$ cat config.mk
export PLATFORM = sky130hd
export DESIGN_NAME = top_k_refinement_selector
export DESIGN_NICKNAME = d
export VERILOG_FILES = /design/src/design/tks_pkg.sv /design/src/design/top_k_refinement_selector.sv /design/src/design/tks_cfg_regs.sv /design/src/design/tks_slot_ram.sv /design/src/design/tks_engine.sv
export SDC_FILE = /design/constraint.sdc
export NUM_CORES = 2
export LEC_CHECK = 0
export ABC_AREA = 1
export ABC_CLOCK_PERIOD_IN_PS = 4300
export BUFFER_PORTS_ARGS = -buffer_cell sky130_fd_sc_hd__buf_2
export CORE_MARGIN = 3
export CORE_UTILIZATION = 55
export DETAILED_ROUTE_END_ITERATION = 16
export PLACE_DENSITY = 0.74
export SYNTH_ARGS = -nofsm -noshare
export SYNTH_HDL_FRONTEND = slang
export SYNTH_SLANG_ARGS = --single-unit
$ cat constraint.sdc
create_clock -name clk -period 4.3 [get_ports clk]
set_clock_uncertainty 0.1 [all_clocks]
set_input_delay 0 -clock clk [delete_from_list [all_inputs] [get_ports clk]]
set_output_delay 0 -clock clk [all_outputs]
set_load 0.02 [all_outputs]
$ cat src/design/tks_pkg.sv
// Shared types and constants for the top-k refinement selector.
package tks_pkg;

  localparam int SLOTS      = 16;
  localparam int POINT_BITS = 20;
  localparam int DIM_BITS   = 6;
  localparam int ERR_BITS   = 32;
  localparam int SLOT_BITS  = (SLOTS > 1) ? $clog2(SLOTS) : 1;
  localparam int CNT_BITS   = $clog2(SLOTS + 1);
  localparam int ENTRY_BITS = ERR_BITS + POINT_BITS + DIM_BITS;
  localparam int IN_TDATA_BITS  = ((ENTRY_BITS + 7) / 8) * 8;
  localparam int OUT_TDATA_BITS = ((ENTRY_BITS + 7) / 8) * 8;
  localparam int APB_ADDR_BITS  = 3;

  localparam logic FUNC_OFFER = 1'b0;
  localparam logic FUNC_DRAIN = 1'b1;

  // Register index, taken from paddr[2].
  localparam logic REG_FLOOR     = 1'b0;
  localparam logic REG_THRESHOLD = 1'b1;

  typedef struct packed {
    logic signed [ERR_BITS-1:0] error;
    logic [POINT_BITS-1:0]      point;
    logic [DIM_BITS-1:0]        dim;
  } slot_entry_t;

  typedef struct packed {
    logic                 we;
    logic [SLOT_BITS-1:0] waddr;
    slot_entry_t          wdata;
    logic                 re;
    logic [SLOT_BITS-1:0] raddr;
  } ram_req_t;

endpackage

$ cat src/design/top_k_refinement_selector.sv
// Top level of the top-k refinement selector: ports, packing and instances.
//
//  channel   dir   handshake          payload
//  s_*       in    tvalid/tready      tdata: point, dimension, error; tuser: func
//  m_*       out   tvalid/tready      tdata: point, dimension, error; tuser: refine;
//                                     tlast: last slot
//  APB       in    psel/penable       reg 0 floor_value, reg 1 refine_threshold
//
// An offer that loses returns to idle after the compare; one that wins goes on
// to a rescan that reads every slot once through the single memory read port.
// A drain gives one item per cycle, refilling each slot as it goes; a stalled
// m_tready holds the sweep.
// Reset (synchronous, high) clears the state and config registers, the slot valid
// bits and the minimum pointer; no clearing pass is needed.
module top_k_refinement_selector (
  input  logic                                   clk,
  input  logic                                   rst,
  input  logic                                   s_tvalid,
  output logic                                   s_tready,
  input  logic [tks_pkg::IN_TDATA_BITS-1:0]      s_tdata,  // point, dimension, error
  input  logic                                   s_tuser,  // func
  output logic                                   m_tvalid,
  input  logic                                   m_tready,
  output logic [tks_pkg::OUT_TDATA_BITS-1:0]     m_tdata,  // point, dimension, error
  output logic                                   m_tuser,  // refine_flag
  output logic                                   m_tlast,
  input  logic                                   psel,
  input  logic                                   penable,
  input  logic                                   pwrite,
  input  logic [tks_pkg::APB_ADDR_BITS-1:0]      paddr,
  input  logic [31:0]                            pwdata,
  output logic [31:0]                            prdata,
  output logic                                   pready
);
  import tks_pkg::*;

  logic signed [ERR_BITS-1:0] floor_value;
  logic signed [ERR_BITS-1:0] refine_threshold;
  ram_req_t                   ram_req;
  slot_entry_t                ram_rdata;
  logic [POINT_BITS-1:0]      out_point;
  logic [DIM_BITS-1:0]        out_dim;
  logic signed [ERR_BITS-1:0] out_error;

  tks_cfg_regs u_cfg (
    .clk              (clk),
    .rst              (rst),
    .psel             (psel),
    .penable          (penable),
    .pwrite           (pwrite),
    .paddr            (paddr),
    .pwdata           (pwdata),
    .prdata           (prdata),
    .pready           (pready),
    .floor_value      (floor_value),
    .refine_threshold (refine_threshold)
  );

  tks_slot_ram u_ram (
    .clk   (clk),
    .rst   (rst),
    .req   (ram_req),
    .rdata (ram_rdata)
  );

  tks_engine u_engine (
    .clk              (clk),
    .rst              (rst),
    .s_tvalid         (s_tvalid),
    .s_tready         (s_tready),
    .in_func          (s_tuser),
    .in_point         (s_tdata[POINT_BITS-1:0]),
    .in_dim           (s_tdata[POINT_BITS +: DIM_BITS]),
    .in_error         (s_tdata[POINT_BITS+DIM_BITS +: ERR_BITS]),
    .m_tvalid         (m_tvalid),
    .m_tready         (m_tready),
    .out_point        (out_point),
    .out_dim          (out_dim),
    .out_error        (out_error),
    .out_refine       (m_tuser),
    .out_last         (m_tlast),
    .floor_value      (floor_value),
    .refine_threshold (refine_threshold),
    .ram_req          (ram_req),
    .ram_rdata        (ram_rdata)
  );

  assign m_tdata = OUT_TDATA_BITS'({out_error, out_dim, out_point});

endmodule

$ cat src/design/tks_cfg_regs.sv
// APB register file holding the floor and the refine threshold.
module tks_cfg_regs (
  input  logic                                clk,
  input  logic                                rst,
  input  logic                                psel,
  input  logic                                penable,
  input  logic                                pwrite,
  input  logic [tks_pkg::APB_ADDR_BITS-1:0]   paddr,
  input  logic [31:0]                         pwdata,
  output logic [31:0]                         prdata,
  output logic                                pready,
  output logic signed [tks_pkg::ERR_BITS-1:0] floor_value,
  output logic signed [tks_pkg::ERR_BITS-1:0] refine_threshold
);
  import tks_pkg::*;

  logic wr_go;

  assign pready = 1'b1;
  assign wr_go  = psel && penable && pwrite && pready;

  always_ff @(posedge clk) begin
    if (rst) begin
      floor_value      <= '0;
      refine_threshold <= '0;
    end else if (wr_go) begin
      unique case (paddr[2])
        REG_FLOOR:     floor_value      <= pwdata;
        REG_THRESHOLD: refine_threshold <= pwdata;
        default: ;
      endcase
    end
  end

  always_comb begin
    unique case (paddr[2])
      REG_FLOOR:     prdata = floor_value;
      REG_THRESHOLD: prdata = refine_threshold;
      default:       prdata = '0;
    endcase
  end

endmodule

$ cat src/design/tks_slot_ram.sv
// Slot memory, one write and one registered read port; unwritten slots read as zero.
module tks_slot_ram (
  input  logic                  clk,
  input  logic                  rst,
  input  tks_pkg::ram_req_t     req,
  output tks_pkg::slot_entry_t  rdata
);
  import tks_pkg::*;

  slot_entry_t       mem [SLOTS];
  logic [SLOTS-1:0]  written;
  slot_entry_t       rd_q;
  logic              rd_written;

  always_ff @(posedge clk) begin
    if (req.we) begin
      mem[req.waddr] <= req.wdata;
    end
    if (req.re) begin
      rd_q <= mem[req.raddr];
    end
  end

  always_ff @(posedge clk) begin
    if (rst) begin
      written    <= '0;
      rd_written <= 1'b0;
    end else begin
      if (req.we) begin
        written[req.waddr] <= 1'b1;
      end
      if (req.re) begin
        rd_written <= written[req.raddr];
      end
    end
  end

  assign rdata = rd_written ? rd_q : '0;

endmodule

$ cat src/design/tks_engine.sv
// Sequencer: offer compare and rescan, drain with refill, output register.
module tks_engine (
  input  logic                                  clk,
  input  logic                                  rst,
  input  logic                                  s_tvalid,
  output logic                                  s_tready,
  input  logic                                  in_func,
  input  logic [tks_pkg::POINT_BITS-1:0]        in_point,
  input  logic [tks_pkg::DIM_BITS-1:0]          in_dim,
  input  logic signed [tks_pkg::ERR_BITS-1:0]   in_error,
  output logic                                  m_tvalid,
  input  logic                                  m_tready,
  output logic [tks_pkg::POINT_BITS-1:0]        out_point,
  output logic [tks_pkg::DIM_BITS-1:0]          out_dim,
  output logic signed [tks_pkg::ERR_BITS-1:0]   out_error,
  output logic                                  out_refine,
  output logic                                  out_last,
  input  logic signed [tks_pkg::ERR_BITS-1:0]   floor_value,
  input  logic signed [tks_pkg::ERR_BITS-1:0]   refine_threshold,
  output tks_pkg::ram_req_t                     ram_req,
  input  tks_pkg::slot_entry_t                  ram_rdata
);
  import tks_pkg::*;

  typedef enum logic [1:0] {
    ST_IDLE,
    ST_OFFER_CMP,
    ST_SCAN,
    ST_DRAIN_OUT
  } state_t;

  localparam logic [SLOT_BITS-1:0] LAST_SLOT = SLOT_BITS'(SLOTS - 1);

  state_t                     state;
  logic [SLOT_BITS-1:0]       min_slot;
  logic [SLOT_BITS-1:0]       idx;
  logic [CNT_BITS-1:0]        ri;
  logic                       cmp_vld;
  logic [SLOT_BITS-1:0]       cmp_idx;
  logic signed [ERR_BITS-1:0] best_err;
  logic [SLOT_BITS-1:0]       best_idx;
  slot_entry_t                hold;

  logic out_free;
  logic emit;
  logic offer_wins;
  logic take_new;
  logic refine;

  assign s_tready   = (state == ST_IDLE);
  assign out_free   = !m_tvalid || m_tready;
  assign emit       = (state == ST_DRAIN_OUT) && out_free;
  assign offer_wins = hold.error > ram_rdata.error;
  assign take_new   = (cmp_idx == '0) || (ram_rdata.error < best_err);
  assign refine     = (ram_rdata.error > floor_value) &&
                      (ram_rdata.error >= refine_threshold);

  always_comb begin
    ram_req = '0;
    unique case (state)
      ST_IDLE: begin
        ram_req.re    = s_tvalid;
        ram_req.raddr = (in_func == FUNC_DRAIN) ? '0 : min_slot;
      end
      ST_OFFER_CMP: begin
        ram_req.we    = offer_wins;
        ram_req.waddr = min_slot;
        ram_req.wdata = hold;
      end
      ST_SCAN: begin
        ram_req.re    = (ri < CNT_BITS'(SLOTS));
        ram_req.raddr = ri[SLOT_BITS-1:0];
      end
      ST_DRAIN_OUT: begin
        // refill the slot just shown, prefetch the next one
        ram_req.we          = out_free;
        ram_req.waddr       = idx;
        ram_req.wdata.error = floor_value;
        ram_req.re          = out_free && (idx != LAST_SLOT);
        ram_req.raddr       = SLOT_BITS'(idx + 1'b1);
      end
      default: ;
    endcase
  end

  always_ff @(posedge clk) begin
    if (rst) begin
      state    <= ST_IDLE;
      min_slot <= '0;
      idx      <= '0;
      ri       <= '0;
      cmp_vld  <= 1'b0;
      m_tvalid <= 1'b0;
    end else begin
      if (emit) begin
        m_tvalid <= 1'b1;
      end else if (m_tvalid && m_tready) begin
        m_tvalid <= 1'b0;
      end
      unique case (state)
        ST_IDLE: begin
          if (s_tvalid) begin
            hold.error <= in_error;
            hold.point <= in_point;
            hold.dim   <= in_dim;
            idx        <= '0;
            state      <= (in_func == FUNC_DRAIN) ? ST_DRAIN_OUT : ST_OFFER_CMP;
          end
        end
        ST_OFFER_CMP: begin
          ri      <= '0;
          cmp_vld <= 1'b0;
          state   <= offer_wins ? ST_SCAN : ST_IDLE;
        end
        ST_SCAN: begin
          // read port is idle once the last slot has been requested
          cmp_vld <= ram_req.re;
          cmp_idx <= ri[SLOT_BITS-1:0];
          if (ram_req.re) begin
            ri <= CNT_BITS'(ri + 1'b1);
          end
          if (cmp_vld && take_new) begin
            best_err <= ram_rdata.error;
            best_idx <= cmp_idx;
          end
          if (cmp_vld && (cmp_idx == LAST_SLOT)) begin
            min_slot <= take_new ? cmp_idx : best_idx;
            state    <= ST_IDLE;
          end
        end
        ST_DRAIN_OUT: begin
          if (out_free) begin
            out_point  <= ram_rdata.point;
            out_dim    <= ram_rdata.dim;
            out_error  <= ram_rdata.error;
            out_refine <= refine;
            out_last   <= (idx == LAST_SLOT);
            if (idx == LAST_SLOT) begin
              min_slot <= '0;
              state    <= ST_IDLE;
            end else begin
              idx <= SLOT_BITS'(idx + 1'b1);
            end
          end
        end
        default: state <= ST_IDLE;
      endcase
    end
  end

  a_write_states: assert property (@(posedge clk) disable iff (rst)
    ram_req.we |-> (state == ST_OFFER_CMP) || (state == ST_DRAIN_OUT))
    else $error("slot write outside compare or drain");

  a_drain_end: assert property (@(posedge clk) disable iff (rst)
    (state == ST_DRAIN_OUT) && out_free && (idx == LAST_SLOT)
      |=> (state == ST_IDLE) && (min_slot == '0) && m_tvalid && out_last)
    else $error("drain did not close on the last slot");

  a_scan_no_output: assert property (@(posedge clk) disable iff (rst)
    (state == ST_SCAN) |=> !$rose(m_tvalid))
    else $error("item emitted during rescan");

  a_offer_read_slot: assert property (@(posedge clk) disable iff (rst)
    (state == ST_IDLE) && s_tvalid && (in_func == FUNC_OFFER)
      |-> ram_req.re && (ram_req.raddr == min_slot))
    else $error("offer did not read the minimum slot");

endmodule
# After elaboration in Yosys (flattened, before gate mapping)
# Memories as Yosys holds them, arrays and structs flattened. A register that Yosys moved wholly into a read port is not among the register bits.
# Index checks and enable logic that the tools add are counted.
# totals
n_memories,1
in_bits,107
register_bits,256
romBits,0
ramBits,928
wordCells,108
output_inout_bits,101
latchBits,0
# mem_list
name,words,width,read_ports,rd_clocked_by_memory_dff,write_ports,line_no,text
u_ram.mem,16,58,1,1,1,tks_slot_ram.sv:10,slot_entry_t mem [SLOTS];
# classes
mux,33
add_sub_neg,2
n_reduce_logical,28
shifts,0
n_div,0
bitwise,3
magnitude_cmp,8
mul,0
n_eq_ne,12
# ops
op,n
one-hot mux 37 bit (2 select lines),1
greater-than comparator 32 bit,2
one-hot mux 32 bit (2 select lines),1
two-way mux 58 bit,1
>= comparator 32 bit,1
less-than comparator 32 bit,1
two-way mux 4 bit,8
two-way mux 26 bit,1
OR 16 bit,1
one-hot mux 4 bit (2 select lines),2
one-hot mux 5 bit (3 select lines),1
two-way mux 2 bit,6
AND reduction 4 bit,3
"less-than comparator 4 x 5 -> 1 bit, second input constant",2
one-hot mux 5 bit (2 select lines),1
logical AND 1 bit,9
AND reduction 3 bit,3
"== test 4 bit, second input constant",2
"inequality test 2 bit, second input constant",4
one-hot mux 2 bit (4 select lines),1
AND reduction 2 bit,4
nonzero test 2 bit,4
two-way mux 1 bit,6
"adder 5 x 1 -> 5 bit, second input constant",1
other kinds (16),20

# Longest topological paths before layout
# depth
word_depth,8
depth_mapped,20
mapped_depth_nobuf,18

# Modules after synthesis
# A second synthesis with hierarchy kept.
# unflattened
cells_unflattened,4448
area_unflattened_um2,51952.3
# modules_own_cells
mod,cells_per_inst,seq_area_each_um2,instances,area_each_um2
tks_slot_ram,2971,29948.7,1,39112.5
tks_engine,980,5084.9,1,9713.1
tks_cfg_regs,490,1281.2,1,3078.0
top_k_refinement_selector,7,0.0,1,48.8

# Least setup slack after synthesis
# Ideal clock, no wire load.
# synth_path
path_kind,flip-flop to flip-flop
start,register u_engine.state[1]
end,"register u_engine.out_dim[0] (netlist bit), enable pin"
n_path_buf,1
arrival_ns,3.392
required_ns,3.722
setup_ns,0.478
period_less_slack_ns,3.971
setup_slack_ns,0.329
stages_incl_launch_ff,7
cell_sequence,dfxtp_1 > ha_1 > buf_2 > inv_1 > nor2_1 > inv_1 > nor2_1
# synth_via
elab_chain_len,2
# synth_lines
element,line_no,text
from (decl),tks_engine.sv:34,state_t state;
from (signal assigned),tks_engine.sv:107,state <= (in_func == FUNC_DRAIN) ? ST_DRAIN_OUT : ST_OFFER_CMP;
from (signal assigned),tks_engine.sv:113,state <= offer_wins ? ST_SCAN : ST_IDLE;
== test 2 bit,tks_engine.sv:100,unique case (state)
AND reduction 3 bit (no line),--,
to (signal assigned),tks_engine.sv:134,out_dim <= ram_rdata.dim;
to (decl),tks_engine.sv:14,"output logic [tks_pkg::DIM_BITS-1:0] out_dim,"
# Every way passes these cells.
# A chain may end at the register's enable or synchronous reset.

# Worst setup path in the final report
# layout_path
start,register u_ram.rd_written
end,"memory u_ram.mem[8][13] (netlist bit), enable pin"
# layout_via
elab_chain_len,5
# layout_lines
element,line_no,text
from (decl),tks_slot_ram.sv:13,logic rd_written;
from (signal assigned),tks_slot_ram.sv:33,rd_written <= written[req.raddr];
two-way mux 58 bit,tks_slot_ram.sv:38,assign rdata = rd_written ? rd_q : '0;
greater-than comparator 32 bit,tks_engine.sv:53,assign offer_wins = hold.error > ram_rdata.error;
one-hot mux 37 bit (2 select lines),tks_engine.sv:60,unique case (state)
two-way mux 1 bit,tks_slot_ram.sv:16,if (req.we) begin
two-way mux 1 bit (not written as such),tks_slot_ram.sv:17,mem[req.waddr] <= req.wdata;
to (decl),tks_slot_ram.sv:10,
# Every way passes these cells.

==> impl_metrics.json <==
{
  "synthArstFlopShare": 0,
  "fill_cells": 6537,
  "die_h_um": 311,
  "cp-end-kind": "flop",
  "synth_warnings": 0,
  "drtAntennaViolNets": 0,
  "dieArea_um2": 96800,
  "rsz0062_at_grt": "false",
  "setup_viol": 0,
  "worstSkewPairLatency_ps": 730,
  "num_rows": 111,
  "clockPowerShare": 0.298,
  "grtUsageTotal": 0.261,
  "cts.clk_slew.worst_paths_ps": 60,
  "syn-cell-area_um2": 51200,
  "dp_hpwl_mm": 72.6,
  "synth.distinct_cells": 46,
  "synthToLayoutAreaGrowth_pct": 16.2,
  "design_area_um2": 59500,
  "synthCells": 4125,
  "core_area_um2": 91900,
  "drc": 0,
  "clockBufferDepth": 3,
  "crit_required_ps": 4550,
  "num_io_pins": 208,
  "maxSlewHeadroom": 0.104,
  "finalHoldViolCount": 0,
  "p_sw_w": 0.0103,
  "muxShareOfSynthArea": 0,
  "cp-start-kind": "flop",
  "routed.top_layer": "met5",
  "dr.pass1.iters": 6,
  "initial_core_util": 0.557,
  "p_sw_frac": 0.312,
  "worstSetupPathType": "flop to flop",
  "yosysSeqAreaShare": 0.709,
  "final_nets": 4731,
  "via_per_inst": 5.91,
  "final_cell_mix": "1144 x edfxtp_1, 866 x nor2_1, 338 x o21ai_0, 337 x nand2_1, 255 x inv_1",
  "synth_top_area_cell": "edfxtp_1",
  "antenna_found_initial": 4,
  "yosysTopAreaCellShare": 0.671,
  "avgSynthCellArea_um2": 12.4,
  "wirelength_mm": 129,
  "crit_end": "u_ram.mem[8][13]",
  "grt_pass1_wl_mm": 196,
  "seq_power_share": 0.467,
  "p_leak_nw": 21.4,
  "rr_worst_depth": 14,
  "synth_edf_count": 1144,
  "wl_met2_mm": 61.4,
  "numCtsBuffers": 117,
  "dp_cells": 5436,
  "regToRegEndpoint": "u_ram.mem[8][13]",
  "drt-met1-wl_mm": 52.5,
  "wl_per_cell_um": 22.0,
  "grt_max_degree": 195,
  "synth-xor-area-share": 0.000342,
  "worstPathArrival_ps": 3760,
  "ys_ff_latch": 1242,
  "startpoint": "u_ram.rd_written",
  "power_frac_comb": 0.236,
  "wl_met3_mm": 10.8,
  "ys.flop_type": "edfxtp_1",
  "worstMarginPinSlew_ps": 1340,
  "powerDensity_nw_per_um2": 553,
  "final_cells": 5831,
  "cts-root-buf": "clkbuf_16",
  "fin_setup_tns_ps": 0,
  "cap_violations": 0,
  "die_w_um": 311,
  "irDropWorstVdd_mv": 0.428,
  "globalplace.congestion": 0.876,
  "fmax_ghz": 0.285,
  "grt_pass1_vias": 33400,
  "hold_path_class": "primary input to flop",
  "synth_area_leaders": "edfxtp_1 67%, nor2_1 6.4%, dfxtp_1 3.8%",
  "r2r_start": "u_ram.rd_written",
  "rrSetupSlack_ps": 790,
  "synth_top_family_by_area": "compound AO/OA/AOI/OAI gates",
  "drv_slew": 0,
  "synthSimpleGateAreaFrac": 0.0976,
  "intPower_w": 0.0226,
  "synth_compound_area_frac": 0.116,
  "dr_total_vias": 34500,
  "final_common_cell": "edfxtp_1",
  "fin_crit_ps": 3510,
  "cts_max_level": 3,
  "worstHoldPathCells": 4,
  "gr-total-overflow": 0,
  "clock-sinks": 1242,
  "hold_path_startpoint": "pwdata[5]",
  "portBuffers": 192,
  "placed_area_um2": 54100,
  "drive_gt1_frac": 0.112,
  "synthAdderAreaFrac": 0.0325,
  "worst-path-max-fanout": 45,
  "cts_tree": "built",
  "cts_setup_buffers": 0,
  "insertedDiodeCount": 0,
  "fin_crit_sh": 0.816,
  "status": "completed",
  "dr.first_iter.drc_count": 4300
}
[layer usage]
layer | track usage | vias to the layer above
met5 | 0 | -
met4 | 0.0897 | 6
li1 | - | 15700
met3 | 0.0408 | 269
met2 | 0.426 | 1679
met1 | 0.361 | 16800
[critical path, cell delays in order, from the launching register on]
cell and delay, ps:
dfxtp_2 580, nand2_1 160, ha_1 400, nand2_1 90
nor2_1 150, nand4_1 220, nor4b_2 320, nand2_1 120
nand3_1 80, nand3_1 120, nand2_2 120, buf_12 160
nand2_1 90, clkinv_2 90, buf_12 330
[Yosys cell counts, drive strengths merged, types with 5 or more instances]
cell	n
edfxtp	1144
nor2	869
o21ai	393
nand2	351
inv	278
a21oi	159
ha	133
o211ai	128
clkbuf	126
buf	122
o311ai	116
o32ai	116
dfxtp	98
nand3	30
nand4	16
o21a	5
o22ai	5
[state kept, by name, summed over array words and instances (netlist names)]
register and cells:
u_ram.mem 928, u_engine.hold 58, u_ram.rd_q 58, u_cfg.floor_value 32
u_cfg.refine_threshold 32, u_engine.best_err 32, u_engine.out_error 32, u_engine.out_point 20
u_ram.written 16, u_engine.out_dim 6, u_engine.ri 5, u_engine.best_idx 4
u_engine.cmp_idx 4, u_engine.idx 4, u_engine.min_slot 4, u_engine.state 2
u_engine.cmp_vld 1, u_engine.m_tvalid 1, u_engine.out_last 1, u_engine.out_refine 1
u_ram.rd_written 1
[stage by stage]
stage / setup slack [ps] / hold slack, ps / total power [W] / util
2_1_floorplan: 329 / -1.13 / 0.0203 / -
3_3_place_gp: 766 / 76.3 / 0.0229 / 0.588
3_5_place_dp: 802 / 78.1 / 0.0231 / 0.588
4_1_cts: 772 / 3.64 / 0.0330 / 0.647
5_1_grt: 499 / 54.5 / 0.0343 / 0.647
6_report: 792 / 34.0 / 0.0329 / 0.647
[what timing repair did]
action / 4_1_cts / 5_1_grt
hold buffers: 179 / 0
resized for setup: 0 / 0
endpoints found under the hold margin: 172 / 0
[worst min-delay path by stage]
stage,endpoint,slack (ps)
finish,u_cfg.refine_threshold[5],30
global route,u_cfg.floor_value[2],50
CTS,u_cfg.floor_value[15],4
detailed placement,u_engine.hold[3],80
global placement,u_engine.hold[9],80
floorplan,u_engine.hold[0],-1
[power by group through the flow]
stage / clock [W] / combinational, W / sequential (W)
3_3_place_gp: 0 / 0.00731 / 0.0156
6_report: 0.00980 / 0.00775 / 0.0154
2_1_floorplan: 0 / 0.00482 / 0.0155
5_1_grt: 0.0104 / 0.00851 / 0.0154
3_5_place_dp: 0 / 0.00751 / 0.0156
4_1_cts: 0.00995 / 0.00770 / 0.0153
[final cells by class]
class / count / area [µm²] / share of cell area
inverter: 281 / 1090 / 0.0183
tap: 1243 / 1560 / 0.0261
timing repair buffer: 490 / 4210 / 0.0707
multi-input combinational: 2359 / 12700 / 0.214
clock buffer: 149 / 3050 / 0.0512
clock inverter: 67 / 572 / 0.00961
sequential: 1242 / 36300 / 0.610
[kinds of logic (layout without fill, tap and decap cells)]
family,after synthesis,after routing
compound gates,936,936
xor+xnor,2,2
fa+ha+maj,133,133
buf+inv,529,987
flops,1242,1242
other cells,2,7
simple gates,1281,1281
Power figures use the tool's default switching activity.
